File: src/hw/rtl/spc_pkg.sv
// shared types and constants for the streaming pearson correlation core
package spc_pkg;

    localparam int MAX_PAIRS_DEF = 65535;

    typedef struct packed {
        logic signed [31:0] x_sample;
        logic signed [31:0] y_sample;
        logic               pair_valid;
        logic               last_pair;
    } spc_in_t;

    typedef struct packed {
        logic signed [31:0] correlation;
        logic [15:0]        pairs_used;
        logic               degenerate;
    } spc_out_t;

    typedef enum logic [1:0] {
        OP_SKIP,
        OP_PAIR,
        OP_LAST,
        OP_PAIR_LAST
    } spc_op_t;

    // classified request handed from front to back, samples already in Q16.32
    typedef struct packed {
        spc_op_t            op;
        logic signed [47:0] xs;
        logic signed [47:0] ys;
    } spc_item_t;

    typedef enum logic [3:0] {
        S_IDLE,
        S_PREP,
        S_DIV,
        S_MEAN,
        S_DELTA,
        S_MUL,
        S_ACC,
        S_FIN,
        S_FMUL,
        S_SQRT,
        S_QSET,
        S_QDIV,
        S_EMIT
    } spc_state_t;

endpackage

File: src/hw/rtl/spc_front.sv
// input side: two-entry request queue that classifies each pair on entry
module spc_front
    import spc_pkg::*;
(
    input  logic      clk,
    input  logic      rst_n,
    input  logic      push,
    output logic      full,
    input  spc_in_t   sample,
    output logic      item_valid,
    input  logic      item_take,
    output spc_item_t item
);

    spc_item_t  mem [2];
    logic       wr_ptr_reg, wr_ptr_next;
    logic       rd_ptr_reg, rd_ptr_next;
    logic [1:0] fill_reg, fill_next;
    logic       do_push, do_pop;
    spc_item_t  cls;

    always_comb
    begin
        case ({sample.pair_valid, sample.last_pair})
            2'b00:   cls.op = OP_SKIP;
            2'b01:   cls.op = OP_LAST;
            2'b10:   cls.op = OP_PAIR;
            default: cls.op = OP_PAIR_LAST;
        endcase
        cls.xs = {sample.x_sample, 16'b0};
        cls.ys = {sample.y_sample, 16'b0};
    end

    assign full       = (fill_reg == 2'd2);
    assign item_valid = (fill_reg != 2'd0);
    assign item       = mem[rd_ptr_reg];
    assign do_push    = push && !full;
    assign do_pop     = item_take && item_valid;

    always_comb
    begin
        wr_ptr_next = do_push ? !wr_ptr_reg : wr_ptr_reg;
        rd_ptr_next = do_pop ? !rd_ptr_reg : rd_ptr_reg;
        fill_next   = fill_reg + 2'(do_push) - 2'(do_pop);
    end

    always_ff @(posedge clk or negedge rst_n)
    begin
        if (!rst_n)
        begin
            wr_ptr_reg <= 1'b0;
            rd_ptr_reg <= 1'b0;
            fill_reg   <= 2'd0;
        end
        else
        begin
            wr_ptr_reg <= wr_ptr_next;
            rd_ptr_reg <= rd_ptr_next;
            fill_reg   <= fill_next;
        end
    end

    always_ff @(posedge clk)
    begin
        if (do_push)
        begin
            mem[wr_ptr_reg] <= cls;
        end
    end

endmodule

File: config.mk
export PLATFORM = sky130hd
export DESIGN_NAME = spc_front
export DESIGN_NICKNAME = d
export VERILOG_FILES = /design/src/hw/rtl/spc_pkg.sv /design/src/hw/rtl/spc_front.sv
export SDC_FILE = /design/constraint.sdc
export NUM_CORES = 1
export LEC_CHECK = 0
export BUFFER_PORTS_ARGS = -buffer_cell sky130_fd_sc_hd__buf_2
export CAP_MARGIN = 20
export CORE_MARGIN = 3
export CORE_UTILIZATION = 35
export CTS_CLUSTER_SIZE = 10
export DETAILED_ROUTE_END_ITERATION = 12
export HOLD_SLACK_MARGIN = 0.1
export PLACE_DENSITY_LB_ADDON = 0.1
export SYNTH_ARGS = -nofsm -noshare
export SYNTH_HDL_FRONTEND = slang
export SYNTH_SLANG_ARGS = --single-unit
export TNS_END_PERCENT = 30
File: constraint.sdc
create_clock -name clk -period 3.5 [get_ports clk]
set_input_delay 0.7 -clock clk [delete_from_list [all_inputs] [get_ports clk]]
set_output_delay 0.7 -clock clk [all_outputs]
set_load 0.02 [all_outputs]
==> results of run 1 <==
[through the flow]
stage          util (%)  cell area, um2  total power, mW  setup WS (ps)
2_1_floorplan         -            5450             3.82            561
3_3_place_gp       41.6            6110             4.36           1170
3_5_place_dp       41.6            6110             4.37           1190
4_1_cts            45.9            6750             6.22            745
5_1_grt            45.9            6750             6.43            696
6_report           45.9            6750             6.11            818
[synthesized netlist by cell type, drive strengths merged]
| library cell | instances |
|---|---|
| edfxtp | 132 |
| mux2 | 66 |
| buf | 39 |
| dfrtp | 4 |
| xnor2 | 3 |
| clkbuf | 2 |
| ha | 2 |
| inv | 2 |
| and2 | 1 |
| and3 | 1 |
| conb | 1 |
| nand2 | 1 |
| nand2b | 1 |
| nor2 | 1 |
| or2 | 1 |
| xor2 | 1 |
[worst register-to-register path, stage by stage, from the launching register on]
cell and delay (ps):
dfrtp_1 400, nand2b_1 140, and3_4 830
[kinds of logic after synthesis]
family	after synthesis
and+or+nand+nor	6
muxes	66
adders and majority gates	2
xor gates and xnor gates	4
buffers and inverters	43
other	1
DFF	136
[routing by layer]
metal / GRT usage (%) / vias to the layer above / share of wire [%]
met4: 5.74 / 0 / 1.8
li1: - / 1223 / -
met1: 13.0 / 1291 / 40
met5: 0 / - / 0
met2: 18.3 / 117 / 49
met3: 5.52 / 9 / 9.9
[final cells by class]
| class | instances | area [um2] | share of cell area [%] |
|---|---|---|---|
| sequential | 136 | 4070 | 60.3 |
| inverter | 2 | 7.51 | 0.111 |
| tap | 184 | 230 | 3.41 |
| multi-input combinational | 110 | 1080 | 16.0 |
| clock buffer | 25 | 505 | 7.49 |
| clock inverter | 7 | 115 | 1.71 |
| timing repair buffer | 142 | 738 | 10.9 |
[power by group]
group / switching [mW] / total (mW) / internal [mW]
clock network: 0.620 / 1.83 / 1.21
logic: 1.08 / 1.88 / 0.800
registers: 0.164 / 2.40 / 2.24
total: 1.86 / 6.11 / 4.25
[worst max-delay path by stage]
stage	startpoint	end	slack (ps)	cells past startpoint
after floorplan	push	mem[0][0]	560	2
after global placement	rd_ptr_reg	item[18]	1170	3
after detailed placement	rd_ptr_reg	item[77]	1190	3
after CTS	rd_ptr_reg	item[77]	750	3
after global routing	rd_ptr_reg	item[66]	700	3
final	rd_ptr_reg	item[77]	820	3
[repair_timing]
item / 4_1_cts / 5_1_grt
setup buffers: 0 / 0
hold endpoints to repair: 4 / 0
endpoints found under the setup margin: 0 / 0
hold buffers: 1 / 0
==> summary.md, run 1 <==
| Metric | Value |
|---|---|
| Status | `complete, no violations` |
| CTS tree | `built` |
| Seq/Total Area, Yosys | `76.3%` |
| Die width | `129 um` |
| Yosys top cell by area | `edfxtp_1` |
| Avg Inst Size Synth | `20.6 um2` |
| Final hold violations | `0` |
| Delay-heaviest family, CP | `flip-flops` |
| Leading cell type in the layout, fill and taps excluded | `buf_2` |
| # IOs | `170` |
| Via-to-Cell Ratio | `~4.4` |
| Startpoint types | `flop` |
| Synth top area cells | `edfxtp_1 (74%), mux2_4 (8.5%), mux2_2 (7.6%)` |
| CP max FO | `32` |
| Crit path capture type | `output port` |
| Setup TNS Final | `0 ps` |
| Ys Warns | `0` |
| Pleak | `2.69 nW` |
| Initial antenna violation count | `0` |
| Total GRT Usage | `11.5%` |
| First drt pass iteration count | `4` |
| Remaining routing DRC violations | `0` |
| Site Rows | `44` |
| Tcrit/Tclk final | `76.6%` |
| Slew of the pin with the lowest slew margin | `about 950 ps` |
| Die Span Y | `between 100 and 150 um` |
| Crit path cell chain | `buf_4 -> mux2_4 -> buf_2` |
| Yosys top cell area share | `74.4%` |
| Reg2Reg Launch Point | `fill_reg[1]` |
| Most frequent cells in the layout | `buf_2 (137), edfxtp_1 (132), mux2_2 (36)` |
| Tmin final | `2680 ps` |
| Layout cell share with drive strength beyond 1 | `about 57%` |
| Flops & latches, synth | `136` |
| CTS Root Cell | `clkbuf_16` |
| CTS Sinks | `approximately 140` |
| Fillers | `1317` |
| Distinct cell type count of the synthesized netlist | `19` |
| Gate Count Post-Synth | `258` |
| Reg2reg setup slack | `approximately 1700 ps` |
| Hold path depth | `1` |
| Max reg flops | `roughly 130` |
| Compound-cell area share of the yosys netlist | `0%` |
| WP data arrival | `1980 ps` |
| WP buf/inv | `2` |
| Vias after detailed routing | `2640` |
| Clock-pin slew on the worst setup and hold paths | `60 ps` |
| Worst min path class | `input port to flop` |
| Largest family of logic cells by synthesized area | `multiplexers` |
| Final slew viol count | `0` |
| Fmax | `~0.37 GHz` |
| Simple-gate share of the synthesized area | `0.611%` |
| Wirelength per Cell | `15.3 um` |
| Final std cells w/o fill | `606` |
| Crit-path slowest cell | `dfrtp_4` |
| Detail Route Antenna Nets | `0` |
| FF-to-FF End | `mem[1][60]` |
| Port Buf Inserts | `137` |
| Slew margin rel. | `36.6%` |
| CP max stage delay | `740 ps` |
| PostCTS Resize Cnt | `0` |
| Gpl congestion | `about 0.66` |
| Setup violators final | `0` |
| # Max-Cap Violations | `0` |
| Mapped cell area | `~5300 um2` |
| Final WL | `9250 um` |
| Hold path endpoint | `mem[1][57]` |
| Drt initial violations | `approximately 140` |
| Die area | `around 17000 um2` |
| Worst reg-to-reg path cell count | `2` |
| Htree depth | `4` |
| Clock latency on the worst-skew pair | `410 ps` |
| WHS | `478 ps` |
| Maximum root-to-sink buffer count | `2` |
| XOR/XNOR share of the synthesized area | `0.658%` |
| Setup Skew | `roughly 6.1 ps` |
| Nets | `481` |
| DP Cell Count | `573` |
| Post-DP HPWL | `5940 um` |
| Hold path startpoint | `sample[59]` |
| Area delta synth->final | `26.6%` |
| PwrDens | `906 nW/um2` |
| Grt ovf | `0` |
| First-pass GRT wire length | `14100 um` |
| Starting Density | `36.2%` |
| Max VDD drop | `between 400 and 500 uV` |
| RSZ-0062 raised after global routing | `false` |
| Post-synthesis mux area share | `between 10% and 20%` |
| Vias in the first global route | `2811` |
| Core Region | `14700 um2` |
| Worst EP required | `~2800 ps` |
| Adder-Cell Fraction of Synth Area | `0.470%` |
| CTS buffer count | `17` |
| Diode count | `0` |
| Largest net degree at the start of global routing | `67` |
| Critical path type | `flop to output port` |
(Power assumes the default switching activity.)
==> run 2: changes to the inputs <==
Clock period 3.5 ns to 2.49 ns, I/O delays scaled along.
==> run 2 against run 1 <==
Against the previous run: register-to-register slack lost 890 ps; clock-buffer cell count decreased by 2; largest power group unchanged; die area stayed put; clock skew increased by 5.5 ps; clock power rose by 13%; worst hold slack lost 210 ps; sequential power is 38% higher; worst setup slack got worse by 600 ps; critical path type unchanged; cell count is 0.17% higher.
==> summary.md, run 2 (synthesized netlist as in run 1, its figures left out) <==
| Metric | Value |
|---|---|
| Status | `complete, no violations` |
| Via-to-Cell Ratio | `4.40 (+1.0%)` |
| Max VDD drop | `542 uV (+34%)` |
| WP data arrival | `1780 ps (-200 ps)` |
| Diode count | `0 (unchanged)` |
| Detail Route Antenna Nets | `0 (unchanged)` |
| PwrDens | `1230 nW/um2 (+36%)` |
| Vias after detailed routing | `2672 (+1.2%)` |
| CTS buffer count | `17 (unchanged)` |
| # IOs | `170 (unchanged)` |
| Fillers | `1316 (-0.076%)` |
| CP max FO | `27 (-16%)` |
| Die area | `16700 um2 (unchanged)` |
| Setup violators final | `0 (unchanged)` |
| Largest net degree at the start of global routing | `67 (unchanged)` |
| Utilization after layout | `45.5% (-0.42 points)` |
| Crit-path slowest cell | `dfrtp_4` |
| Area delta synth->final | `25.5%` |
| CTS Root Cell | `clkbuf_16` |
| Max reg flops | `132 (unchanged)` |
| Die Span Y | `129 um (unchanged)` |
| # Max-Cap Violations | `0 (unchanged)` |
| Final total power | `8.23 mW (+35%)` |
| CTS tree | `built` |
| Final slew viol count | `0 (unchanged)` |
| Placed Area | `6180 um2 (+1.1%)` |
| Final WL | `9820 um (+6.1%)` |
| Gpl congestion | `0.715 (+8.0%)` |
| Crit path capture type | `output port` |
| Clock-pin slew on the worst setup and hold paths | `50 ps (about the same)` |
| Vias in the first global route | `2800 (-0.39%)` |
| Post-DP HPWL | `6200 um (+4.4%)` |
| Maximum root-to-sink buffer count | `2 (unchanged)` |
| Startpoint types | `flop` |
| Die width | `129 um (unchanged)` |
| Starting Density | `36.2% (unchanged)` |
| Most frequent cells in the layout | `buf_2 (137), edfxtp_1 (132), mux2_2 (36)` |
| Htree depth | `4 (unchanged)` |
| CTS Sinks | `136 (unchanged)` |
| RSZ-0062 raised after global routing | `false` |
| Tmin final | `2280 ps` |
| Pleak | `2.66 nW (-1.1%)` |
| Final hold violations | `0 (unchanged)` |
| First drt pass iteration count | `4 (unchanged)` |
| Site Rows | `44 (unchanged)` |
| Fin area | `6680 um2 (-0.91%)` |
| First-pass GRT wire length | `14900 um (+5.9%)` |
| CP max stage delay | `590 ps (-150 ps)` |
| Wirelength per Cell | `16.2 um (+5.9%)` |
| Critical path type | `flop to output port` |
| Remaining routing DRC violations | `0 (unchanged)` |
| Core Region | `14700 um2 (unchanged)` |
| Tcrit/Tclk final | `about nine tenths` |
| Grt ovf | `0 (unchanged)` |
| Setup TNS Final | `0 ps (unchanged)` |
| Hold path depth | `1 (unchanged)` |
| DP Worst Slack | `459 ps (-730 ps)` |
| Total GRT Usage | `12.2% (+0.70 points)` |
| Setup Skew | `11.6 ps (+5.53 ps)` |
| Final worst setup slack | `215 ps (-604 ps)` |
| DP Cell Count | `575 (+0.35%)` |
| Worst min path class | `input port to flop` |
| Leading cell type in the layout, fill and taps excluded | `buf_2` |
| WHS | `272 ps (-206 ps)` |
| Nets | `484 (+0.62%)` |
| Worst EP required | `1990 ps (-810 ps)` |
| Port Buf Inserts | `137 (unchanged)` |
| Worst reg-to-reg path cell count | `7 (+5)` |
| Fmax | `0.440 GHz` |
| Drt initial violations | `81 (-40%)` |
| Layout cell share with drive strength beyond 1 | `55.3% (-1.3 points)` |
| Initial antenna violation count | `2 (+2)` |
| Final std cells w/o fill | `607 (+0.17%)` |
| Crit path cell chain | `buf_12 -> mux2_2 -> buf_2` |
| Clock latency on the worst-skew pair | `410 ps (about the same)` |
==> run 2: changes by cell type in the layout (fill, tap and decap cells not counted), sizes merged <==
| cell | change |
|---|---|
| clkinv | +5 |
| buf | +3 |
| bufinv | -3 |
| clkbuf | -2 |
| clkinvlp | -2 |
==> run 2: what timing repair did <==
item,in CTS,in global routing
hold buffers,1,0
buffers inserted,1,0
setup endpoints to repair,1,0
resized for setup,0,0
hold endpoints to repair,4,0
==> run 2: worst paths after layout <==
kind / from / to / slack (ps)
max: rd_ptr_reg / item[38] / 210
min: sample[33] / mem[1][31] / 270
max reg2reg: fill_reg[1] / fill_reg[1] / 810
min reg2reg: fill_reg[1] / fill_reg[1] / 490
max in group asynchronous: rst_n / rd_ptr_reg / 1890
min in group asynchronous: rst_n / fill_reg[1] / 450
==> run 2: layer usage <==
layer	global-route usage, %	vias up	part of all wire (%)
met1	13.8	1288	41
li1	-	1228	-
met5	0	-	0.26
met4	5.74	4	1.8
met2	19.1	130	47
met3	6.39	22	10
==> run 2: area by class of cell <==
class	instances	area (um2)	area share, %
flip-flops and latches	136	4070	60.9
multi-input cells	110	1080	16.2
repair buffers	145	818	12.2
clock buffers	23	448	6.70
well taps	184	230	3.44
clock inverters	7	31.3	0.468
inverters	2	7.51	0.112
==> run 2: power by group <==
| part | total [mW] | leakage, nW | internal [mW] | switching [mW] |
|---|---|---|---|---|
| Combinational | 2.85 | 1.15 | 1.22 | 1.63 |
| Sequential | 3.31 | 1.27 | 3.14 | 0.175 |
| Clock | 2.07 | 0.237 | 1.24 | 0.830 |
| Total | 8.23 | 2.66 | 5.60 | 2.64 |
==> run 2: critical path, delay by kind of cell, from the launching register on <==
| kind | cells | cell delay (ps) |
|---|---|---|
| multiplexers | 1 | 360 |
| flip-flops | 1 | 590 |
| buffers and inverters | 2 | 400 |
